--- src/sv/cll_pkg.sv ---
// ----------------------------------------------------------------------------
// cll_pkg
// Shared types and constants for the cursor linked list engine: pool size,
// node index encoding, command codes and the transaction payload structs.
// ----------------------------------------------------------------------------
`timescale 1ns / 1ps
`default_nettype none

package cll_pkg;

	localparam int POOL_SIZE = 16;
	localparam int SLOT_W    = $clog2(POOL_SIZE);
	localparam int IDX_W     = SLOT_W + 1;
	localparam int COUNT_W   = 5;

	// slot number inside the pool
	typedef logic [SLOT_W-1:0] slot_t;
	// link or pointer: a slot number, or the none marker
	typedef logic [IDX_W-1:0]  idx_t;

	localparam idx_t NONE_IDX = idx_t'(POOL_SIZE);

	typedef enum logic [3:0] {
		CMD_CLEAR      = 4'd0,
		CMD_INS_FIRST  = 4'd1,
		CMD_INS_LAST   = 4'd2,
		CMD_GO_FIRST   = 4'd3,
		CMD_GO_LAST    = 4'd4,
		CMD_RD_FIRST   = 4'd5,
		CMD_RD_LAST    = 4'd6,
		CMD_DEL_FIRST  = 4'd7,
		CMD_DEL_LAST   = 4'd8,
		CMD_DEL_AFTER  = 4'd9,
		CMD_DEL_BEFORE = 4'd10,
		CMD_INS_AFTER  = 4'd11,
		CMD_INS_BEFORE = 4'd12,
		CMD_RD_ACTIVE  = 4'd13,
		CMD_WR_ACTIVE  = 4'd14,
		CMD_STEP       = 4'd15
	} cmd_t;

	typedef struct packed {
		cmd_t               command;
		logic signed [31:0] value;
		logic               step_back;
	} item_t;

	typedef struct packed {
		logic signed [31:0] read_value;
		logic               error;
		logic               active;
		logic [COUNT_W-1:0] length;
	} result_t;

	// true when a pointer names a real node
	function automatic logic is_node(input idx_t i);
		return i < NONE_IDX;
	endfunction

endpackage

`default_nettype wire

--- src/sv/cursor_linked_list_engine.sv ---
// ----------------------------------------------------------------------------
// cursor_linked_list_engine
// Doubly linked list of signed 32-bit values in a pool of nodes, with head,
// tail, free map and an active cursor, driven one command per transaction.
// ----------------------------------------------------------------------------
// Usage:
//   item_valid/item_stall/item carry one command transaction in; the block
//   stalls the input while a command is in progress. result_valid/
//   result_stall/result carry exactly one result transaction per command.
//   A command passes from the accept cycle (S_IDLE) through S_DECODE to
//   S_FINISH, where its result is loaded. Clear, cursor moves to first or
//   last, write active and any command that finds nothing to do go straight
//   there; reads pass S_RDVAL, next/previous S_MOVE, delete at either end
//   S_UNLINK, delete next to the cursor S_TARGET and S_UNLINK, insert at
//   either end S_LINK1 and S_LINK2, and insert next to the cursor S_LINKRD,
//   S_LINK1 and S_LINK2. These steps follow the node memories (value, next
//   link, previous link), one read and one write per memory per cycle.
//   A new command is accepted while a finished result still waits in the
//   output register; that command holds in its final cycle until the result
//   register frees up, so a stalled receiver backs up the whole block.
//   Reset (arst_n low) empties the list, frees every slot and drops the
//   cursor; node memory contents are not cleared and are only read for
//   nodes that are in the list.
// ----------------------------------------------------------------------------
`timescale 1ns / 1ps
`default_nettype none

module cursor_linked_list_engine (
	input  wire logic            clk,
	input  wire logic            arst_n,
	input  wire logic            item_valid,
	output logic                 item_stall,
	input  wire cll_pkg::item_t  item,
	output logic                 result_valid,
	input  wire logic            result_stall,
	output cll_pkg::result_t     result
);

	typedef enum logic [9:0] {
		S_IDLE   = 10'b00_0000_0001,
		S_DECODE = 10'b00_0000_0010,
		S_TARGET = 10'b00_0000_0100,
		S_UNLINK = 10'b00_0000_1000,
		S_LINKRD = 10'b00_0001_0000,
		S_LINK1  = 10'b00_0010_0000,
		S_LINK2  = 10'b00_0100_0000,
		S_RDVAL  = 10'b00_1000_0000,
		S_MOVE   = 10'b01_0000_0000,
		S_FINISH = 10'b10_0000_0000
	} state_t;

	state_t                           state_q, state_d;
	cll_pkg::cmd_t                    cmd_q;
	logic signed [31:0]               val_q;
	logic                             back_q;

	cll_pkg::idx_t                    head_q, tail_q, cursor_q;
	logic [cll_pkg::POOL_SIZE-1:0]    free_q;
	logic [cll_pkg::COUNT_W-1:0]      count_q;
	cll_pkg::slot_t                   n_q;
	cll_pkg::idx_t                    a_q, b_q;
	logic                             err_q;
	logic signed [31:0]               rd_q;

	logic                             result_valid_q;
	cll_pkg::result_t                 result_q;

	// node memories
	logic signed [31:0]               value_mem [cll_pkg::POOL_SIZE];
	cll_pkg::idx_t                    next_mem  [cll_pkg::POOL_SIZE];
	cll_pkg::idx_t                    prev_mem  [cll_pkg::POOL_SIZE];
	logic signed [31:0]               value_rd_q;
	cll_pkg::idx_t                    next_rd_q, prev_rd_q;

	cll_pkg::slot_t                   rd_addr;
	logic                             value_we, next_we, prev_we;
	cll_pkg::slot_t                   value_wa, next_wa, prev_wa;
	logic signed [31:0]               value_wd;
	cll_pkg::idx_t                    next_wd, prev_wd;

	cll_pkg::slot_t                   free_idx;
	logic                             free_any;
	logic                             in_accept;
	logic                             out_free;
	cll_pkg::idx_t                    tgt;

	assign in_accept    = item_valid && !item_stall;
	assign item_stall   = (state_q != S_IDLE);
	assign out_free     = !result_valid_q || !result_stall;
	assign result_valid = result_valid_q;
	assign result       = result_q;

	// pick the lowest-numbered free slot
	always_comb begin
		free_idx = '0;
		for (int i = cll_pkg::POOL_SIZE - 1; i >= 0; i--) begin
			if (free_q[i]) begin
				free_idx = cll_pkg::slot_t'(i);
			end
		end
		free_any = |free_q;
	end

	// neighbor of the cursor named by a delete-after or delete-before
	assign tgt = (cmd_q == cll_pkg::CMD_DEL_AFTER) ? next_rd_q : prev_rd_q;

	// memory read address
	always_comb begin
		rd_addr = '0;
		case (state_q)
			S_DECODE: begin
				case (cmd_q)
					cll_pkg::CMD_RD_FIRST,
					cll_pkg::CMD_DEL_FIRST: rd_addr = head_q[cll_pkg::SLOT_W-1:0];
					cll_pkg::CMD_RD_LAST,
					cll_pkg::CMD_DEL_LAST:  rd_addr = tail_q[cll_pkg::SLOT_W-1:0];
					default:                rd_addr = cursor_q[cll_pkg::SLOT_W-1:0];
				endcase
			end
			S_TARGET: rd_addr = tgt[cll_pkg::SLOT_W-1:0];
			default:  rd_addr = '0;
		endcase
	end

	// memory write ports
	always_comb begin
		value_we = 1'b0;
		value_wa = '0;
		value_wd = val_q;
		next_we  = 1'b0;
		next_wa  = '0;
		next_wd  = cll_pkg::NONE_IDX;
		prev_we  = 1'b0;
		prev_wa  = '0;
		prev_wd  = cll_pkg::NONE_IDX;
		case (state_q)
			S_DECODE: begin
				if (cmd_q == cll_pkg::CMD_WR_ACTIVE) begin
					value_we = cll_pkg::is_node(cursor_q);
					value_wa = cursor_q[cll_pkg::SLOT_W-1:0];
				end
			end
			S_LINK1: begin
				value_we = 1'b1;
				value_wa = n_q;
				prev_we  = 1'b1;
				prev_wa  = n_q;
				prev_wd  = a_q;
				next_we  = 1'b1;
				next_wa  = n_q;
				next_wd  = b_q;
			end
			S_LINK2: begin
				next_we = cll_pkg::is_node(a_q);
				next_wa = a_q[cll_pkg::SLOT_W-1:0];
				next_wd = {1'b0, n_q};
				prev_we = cll_pkg::is_node(b_q);
				prev_wa = b_q[cll_pkg::SLOT_W-1:0];
				prev_wd = {1'b0, n_q};
			end
			S_UNLINK: begin
				next_we = cll_pkg::is_node(prev_rd_q);
				next_wa = prev_rd_q[cll_pkg::SLOT_W-1:0];
				next_wd = next_rd_q;
				prev_we = cll_pkg::is_node(next_rd_q);
				prev_wa = next_rd_q[cll_pkg::SLOT_W-1:0];
				prev_wd = prev_rd_q;
			end
			default: begin
				value_we = 1'b0;
			end
		endcase
	end

	// node memories: one write and one registered read each per cycle
	always_ff @(posedge clk) begin
		if (value_we) begin
			value_mem[value_wa] <= value_wd;
		end
		if (next_we) begin
			next_mem[next_wa] <= next_wd;
		end
		if (prev_we) begin
			prev_mem[prev_wa] <= prev_wd;
		end
		value_rd_q <= value_mem[rd_addr];
		next_rd_q  <= next_mem[rd_addr];
		prev_rd_q  <= prev_mem[rd_addr];
	end

	// sequencer next state
	always_comb begin
		state_d = state_q;
		case (state_q)
			S_IDLE: begin
				if (in_accept) begin
					state_d = S_DECODE;
				end
			end
			S_DECODE: begin
				case (cmd_q)
					cll_pkg::CMD_INS_FIRST,
					cll_pkg::CMD_INS_LAST:
						state_d = free_any ? S_LINK1 : S_FINISH;
					cll_pkg::CMD_INS_AFTER,
					cll_pkg::CMD_INS_BEFORE:
						state_d = (cll_pkg::is_node(cursor_q) && free_any) ? S_LINKRD : S_FINISH;
					cll_pkg::CMD_RD_FIRST:
						state_d = cll_pkg::is_node(head_q) ? S_RDVAL : S_FINISH;
					cll_pkg::CMD_RD_LAST:
						state_d = cll_pkg::is_node(tail_q) ? S_RDVAL : S_FINISH;
					cll_pkg::CMD_RD_ACTIVE:
						state_d = cll_pkg::is_node(cursor_q) ? S_RDVAL : S_FINISH;
					cll_pkg::CMD_DEL_FIRST:
						state_d = cll_pkg::is_node(head_q) ? S_UNLINK : S_FINISH;
					cll_pkg::CMD_DEL_LAST:
						state_d = cll_pkg::is_node(tail_q) ? S_UNLINK : S_FINISH;
					cll_pkg::CMD_DEL_AFTER,
					cll_pkg::CMD_DEL_BEFORE:
						state_d = cll_pkg::is_node(cursor_q) ? S_TARGET : S_FINISH;
					cll_pkg::CMD_STEP:
						state_d = cll_pkg::is_node(cursor_q) ? S_MOVE : S_FINISH;
					default:
						state_d = S_FINISH;
				endcase
			end
			S_TARGET: state_d = cll_pkg::is_node(tgt) ? S_UNLINK : S_FINISH;
			S_UNLINK: state_d = S_FINISH;
			S_LINKRD: state_d = S_LINK1;
			S_LINK1:  state_d = S_LINK2;
			S_LINK2:  state_d = S_FINISH;
			S_RDVAL:  state_d = S_FINISH;
			S_MOVE:   state_d = S_FINISH;
			S_FINISH: begin
				if (out_free) begin
					state_d = S_IDLE;
				end
			end
			default:  state_d = S_IDLE;
		endcase
	end

	// list state, command registers and the result register
	always_ff @(posedge clk or negedge arst_n) begin
		if (!arst_n) begin
			state_q        <= S_IDLE;
			cmd_q          <= cll_pkg::CMD_CLEAR;
			val_q          <= '0;
			back_q         <= 1'b0;
			head_q         <= cll_pkg::NONE_IDX;
			tail_q         <= cll_pkg::NONE_IDX;
			cursor_q       <= cll_pkg::NONE_IDX;
			free_q         <= '1;
			count_q        <= '0;
			n_q            <= '0;
			a_q            <= cll_pkg::NONE_IDX;
			b_q            <= cll_pkg::NONE_IDX;
			err_q          <= 1'b0;
			rd_q           <= '0;
			result_valid_q <= 1'b0;
			result_q       <= '0;
		end else begin
			state_q <= state_d;

			// raise the result when the sequencer finishes, drop it once taken
			if (state_q == S_FINISH && out_free) begin
				result_valid_q <= 1'b1;
			end else if (!result_stall) begin
				result_valid_q <= 1'b0;
			end

			case (state_q)
				S_IDLE: begin
					// capture the incoming transaction
					if (in_accept) begin
						cmd_q  <= item.command;
						val_q  <= item.value;
						back_q <= item.step_back;
						err_q  <= 1'b0;
						rd_q   <= '0;
					end
				end
				S_DECODE: begin
					case (cmd_q)
						cll_pkg::CMD_CLEAR: begin
							free_q   <= '1;
							head_q   <= cll_pkg::NONE_IDX;
							tail_q   <= cll_pkg::NONE_IDX;
							cursor_q <= cll_pkg::NONE_IDX;
							count_q  <= '0;
						end
						cll_pkg::CMD_INS_FIRST: begin
							err_q <= !free_any;
							n_q   <= free_idx;
							a_q   <= cll_pkg::NONE_IDX;
							b_q   <= head_q;
						end
						cll_pkg::CMD_INS_LAST: begin
							err_q <= !free_any;
							n_q   <= free_idx;
							a_q   <= tail_q;
							b_q   <= cll_pkg::NONE_IDX;
						end
						cll_pkg::CMD_INS_AFTER,
						cll_pkg::CMD_INS_BEFORE: begin
							err_q <= cll_pkg::is_node(cursor_q) && !free_any;
							n_q   <= free_idx;
						end
						cll_pkg::CMD_GO_FIRST: cursor_q <= head_q;
						cll_pkg::CMD_GO_LAST:  cursor_q <= tail_q;
						cll_pkg::CMD_RD_FIRST: err_q <= !cll_pkg::is_node(head_q);
						cll_pkg::CMD_RD_LAST:  err_q <= !cll_pkg::is_node(tail_q);
						cll_pkg::CMD_RD_ACTIVE: err_q <= !cll_pkg::is_node(cursor_q);
						cll_pkg::CMD_DEL_FIRST: n_q <= head_q[cll_pkg::SLOT_W-1:0];
						cll_pkg::CMD_DEL_LAST:  n_q <= tail_q[cll_pkg::SLOT_W-1:0];
						default: begin
							err_q <= 1'b0;
						end
					endcase
				end
				S_TARGET: begin
					n_q <= tgt[cll_pkg::SLOT_W-1:0];
				end
				S_UNLINK: begin
					// splice the node out and release its slot
					if (!cll_pkg::is_node(prev_rd_q)) begin
						head_q <= next_rd_q;
					end
					if (!cll_pkg::is_node(next_rd_q)) begin
						tail_q <= prev_rd_q;
					end
					if (cursor_q == {1'b0, n_q}) begin
						cursor_q <= cll_pkg::NONE_IDX;
					end
					free_q[n_q] <= 1'b1;
					count_q     <= count_q - cll_pkg::COUNT_W'(1);
				end
				S_LINKRD: begin
					// neighbors of the new node around the cursor
					if (cmd_q == cll_pkg::CMD_INS_AFTER) begin
						a_q <= cursor_q;
						b_q <= next_rd_q;
					end else begin
						a_q <= prev_rd_q;
						b_q <= cursor_q;
					end
				end
				S_LINK1: begin
					free_q[n_q] <= 1'b0;
					count_q     <= count_q + cll_pkg::COUNT_W'(1);
				end
				S_LINK2: begin
					if (!cll_pkg::is_node(a_q)) begin
						head_q <= {1'b0, n_q};
					end
					if (!cll_pkg::is_node(b_q)) begin
						tail_q <= {1'b0, n_q};
					end
				end
				S_RDVAL: begin
					rd_q <= value_rd_q;
				end
				S_MOVE: begin
					cursor_q <= back_q ? prev_rd_q : next_rd_q;
				end
				S_FINISH: begin
					// load the result register when it is free
					if (out_free) begin
						result_q.read_value <= rd_q;
						result_q.error      <= err_q;
						result_q.active     <= cll_pkg::is_node(cursor_q);
						result_q.length     <= count_q;
					end
				end
				default: begin
					err_q <= err_q;
				end
			endcase
		end
	end

endmodule

`default_nettype wire

--- config.mk ---
export PLATFORM = sky130hd
export DESIGN_NAME = cursor_linked_list_engine
export DESIGN_NICKNAME = d
export VERILOG_FILES = /design/src/sv/cll_pkg.sv /design/src/sv/cursor_linked_list_engine.sv
export SDC_FILE = /design/constraint.sdc
export NUM_CORES = 1
export LEC_CHECK = 0
export CORE_UTILIZATION = 30
export CTS_BUF_LIST = sky130_fd_sc_hd__clkbuf_8
export DETAILED_ROUTE_END_ITERATION = 8
export DONT_BUFFER_PORTS = 1
export PLACE_DENSITY = 0.53
export SYNTH_ARGS = -nofsm -noshare
export SYNTH_HDL_FRONTEND = slang
export SYNTH_SLANG_ARGS = --single-unit
--- constraint.sdc ---
create_clock -name clk -period 4.1 [get_ports clk]
set_input_delay 0 -clock clk [delete_from_list [all_inputs] [get_ports clk]]
set_output_delay 0 -clock clk [all_outputs]
set_load 0.02 [all_outputs]
==> results.sh <==
export IMPL_worst_voltage_drop_across_the_vdd_grid_mv=0.310
export IMPL_setup_worst_path_start="state_q[7]"
export IMPL_timing_fmax_mhz=267
export IMPL_crit_reg2reg_capture="cmd_q[2]"
export IMPL_clk_pin_slew_ps=70
export IMPL_timing_hold_ws_ps=130
export IMPL_syn_nets=2828
export IMPL_vias=22881
export IMPL_root_buffer_selected_by_cts="sky130_fd_sc_hd__clkbuf_8"
export IMPL_most_common_layout_cells="sky130_fd_sc_hd__edfxtp_1, sky130_fd_sc_hd__nand2_1, sky130_fd_sc_hd__mux2i_1"
export IMPL_worstPathRequired_ps=4860
export IMPL_cp_data_arrival_time_ps=4500
export IMPL_rrSetupSlack_ps=350
export IMPL_slew_headroom_pct=8.87
export IMPL_final_design_area_no_fill_mm2=0.0430
export IMPL_clock_skew_ps=52.6
export IMPL_reported_max_cap_violation_count=0
export IMPL_rsz0062_at_grt="false"
export IMPL_async_flop_share_pct=19.2
export IMPL_detail_route_iter0_violations=1914
export IMPL_syn_area_mm2=0.0367
export IMPL_syn_mean_instance_area_um2=13.2
export IMPL_tritoncts_num_buffers=144
export IMPL_multiInputGateArea_mm2=0.0106
export IMPL_layout_area_overhead_vs_synth_pct=17.2
export IMPL_min_delay_path_class="in -> reg"
export IMPL_critical_path_startpoint_type="register"
export IMPL_netlist_instances=2783
export IMPL_layout_commonest_cell="sky130_fd_sc_hd__edfxtp_1"
export IMPL_yosysWarnings=0
export IMPL_path_max_fanout=19
export IMPL_tightestPinTransition_ps=1360
export IMPL_worst_setup_path_endpoint="cmd_q[2]"
export IMPL_p_leak_nw=17.2
export IMPL_final_nets=3003
export IMPL_grt_antenna_before_repair=17
export IMPL_postSynthRegisterBits=884
export IMPL_postLayoutSetupSlackWorst_ps=355
export IMPL_dominantRegCellSynth="sky130_fd_sc_hd__edfxtp_1"
export IMPL_dpl_worst_slack_ps=631
export IMPL_clk_latency_ps=830
export IMPL_post_drt_antenna_nets=0
export IMPL_place_gp_congestion=0.856
export IMPL_critPathCaptureType="register"
export IMPL_fraction_of_the_core_area_covered_by_cells_at_the_end_of_the_flow_pct=35.7
export IMPL_number_of_h_tree_levels=4
export IMPL_tritoncts_num_sinks=884
export IMPL_crit_reg2reg_launch="state_q[7]"
export IMPL_floorplan_initialDensity_pct=30.4
export IMPL_placement_io_buffers=0
export IMPL_drt_drc_violations_left=0
export IMPL_postCtsResizedCells=0
export IMPL_post_route_cells_drive_above_1_share_pct=13.7
export IMPL_finalSetupViolations=0
export IMPL_final_max_slew_violation_count=0
export IMPL_synth_enable_flop_cells=672
export IMPL_setup_worst_path_class="reg -> reg"
export IMPL_tritoncts="built"
export IMPL_drt_pass1_iterations=6
export IMPL_floorplan_io_pins=82
export IMPL_cellPowerDensity_mw_per_mm2=579
export IMPL_reg2regPathDepth=10
export IMPL_placedCellCount=4307
export IMPL_post_dp_hpwl_um=55000
export IMPL_die_x_um=352
export IMPL_setup_tns_final_ps=0
export IMPL_grt_max_degree=106
export IMPL_core_area_mm2=0.121
export IMPL_power_total_mw=24.9
export IMPL_gr_usage_all_layers_pct=15.7
export IMPL_cts_path_max_buffers=3
export IMPL_vias_in_the_first_global_route=22254
export IMPL_final_period_minus_worst_setup_slack_ps=3750
export IMPL_fp_row_count=127
export IMPL_wl_per_cell_um=20.7
export IMPL_die_h_um=352
export IMPL_hold_viol=0
export IMPL_final_instance_count_excl_fill=4693
export IMPL_sequential_area_share_after_synthesis_pct=69.0
export IMPL_outcome="finished clean"
export IMPL_routed_wirelength_um=97100
export IMPL_share_of_the_clock_period_used_by_the_worst_path_pct=91.4
export IMPL_synth_distinct_cells=80
export IMPL_die_outline_area_mm2=0.124
export IMPL_ff_latch_area_mm2=0.0253
export IMPL_routed_via_density=4.88
export IMPL_placement_cell_area_mm2=0.0390
export IMPL_grt_overflow_total=0
export IMPL_fill_cells=11632
export IMPL_grt_pass1_wl_um=144000
[registers in the layout (all words and copies together) (netlist names), 10 cells and up]
name / cells
next_mem: 80
value_rd_q: 32
free_q: 16
prev_mem: 80
value_mem: 512
state_q: 10
rd_q: 32
val_q: 32
result: 39
[area by class of cell]
type	count	area share (%)
flip-flops and latches	884	58.8
multi-input cells	1716	24.6
repair buffers	193	5.09
clock buffers	159	5.09
well taps	1612	4.69
clock inverters	107	1.51
inverters	19	0.166
diodes	3	0.0175
[cell families (layout without fill, tap and decap cells)]
kind of cell / count (synthesis) / in the layout / synth area share (%)
AO/OA/AOI/OAI: 393 / 393 / 7.26
flip-flops: 884 / 884 / 69.0
adder cells (fa/ha/maj): 5 / 5 / 0.184
XOR/XNOR: 6 / 6 / 0.143
multiplexers: 312 / 312 / 8.66
AND/OR/NAND/NOR: 1000 / 1000 / 12.1
buffers and inverters: 183 / 478 / 2.69
other: 0 / 3 / 0
[worst max-delay path, stage by stage, from the launching register on]
cell and delay, ps:
sky130_fd_sc_hd__dfrtp_1 450, sky130_fd_sc_hd__nor3_1 460, sky130_fd_sc_hd__and2_1 290, sky130_fd_sc_hd__and4b_1 340, sky130_fd_sc_hd__nand2_4 110, sky130_fd_sc_hd__inv_2 440
sky130_fd_sc_hd__buf_4 300, sky130_fd_sc_hd__nand2_1 80, sky130_fd_sc_hd__dlygate4sd3_1 580, sky130_fd_sc_hd__nand2_1 60, sky130_fd_sc_hd__dlygate4sd3_1 550
[synthesized netlist by cell type (all sizes together), types with 42 or more instances]
| library cell | n | area [µm²] |
|---|---|---|
| a211oi | 45 | 548 |
| a21oi | 108 | 541 |
| buf | 93 | 647 |
| clkbuf | 71 | 268 |
| dfrtp | 148 | 3700 |
| dfxtp | 42 | 841 |
| edfxtp | 672 | 20200 |
| mux2 | 44 | 495 |
| mux2i | 268 | 2680 |
| nand2 | 619 | 2330 |
| nand3 | 133 | 676 |
| nand3b | 44 | 330 |
| nor2 | 117 | 444 |
| o21ai | 95 | 479 |
| o22ai | 49 | 307 |
[repair_timing]
item                      CTS  global route
hold endpoints to repair  283             0
buffers inserted            0             0
hold buffers              117             0
[routing by layer]
layer	up-vias	global-route usage, %	share of wire [%]
met4	28	4.91	2.2
met2	645	24.1	45
met5	-	0	0.25
li1	10578	-	-
met3	180	3.02	5.6
met1	11450	22.3	47
[worst min-delay path by stage]
stage	start	endpoint	slack, ps	cells after the start
3_3_place_gp	arst_n	val_q[30]	-270	0
4_1_cts	result_stall	state_q[9]	70	5
6_report	result_stall	state_q[9]	130	5
3_5_place_dp	arst_n	val_q[30]	-270	0
2_1_floorplan	arst_n	a_q[0]	-300	0
5_1_grt	result_stall	state_q[9]	180	5
[report_power, final]
group          leakage, nW  internal, mW  switching (mW)
Clock                 1.71          3.88            3.62
Sequential            8.47          11.1            1.62
Combinational         7.02          2.01            2.69
Total                 17.2          17.0            7.94
Power figures use the tool's default switching activity.
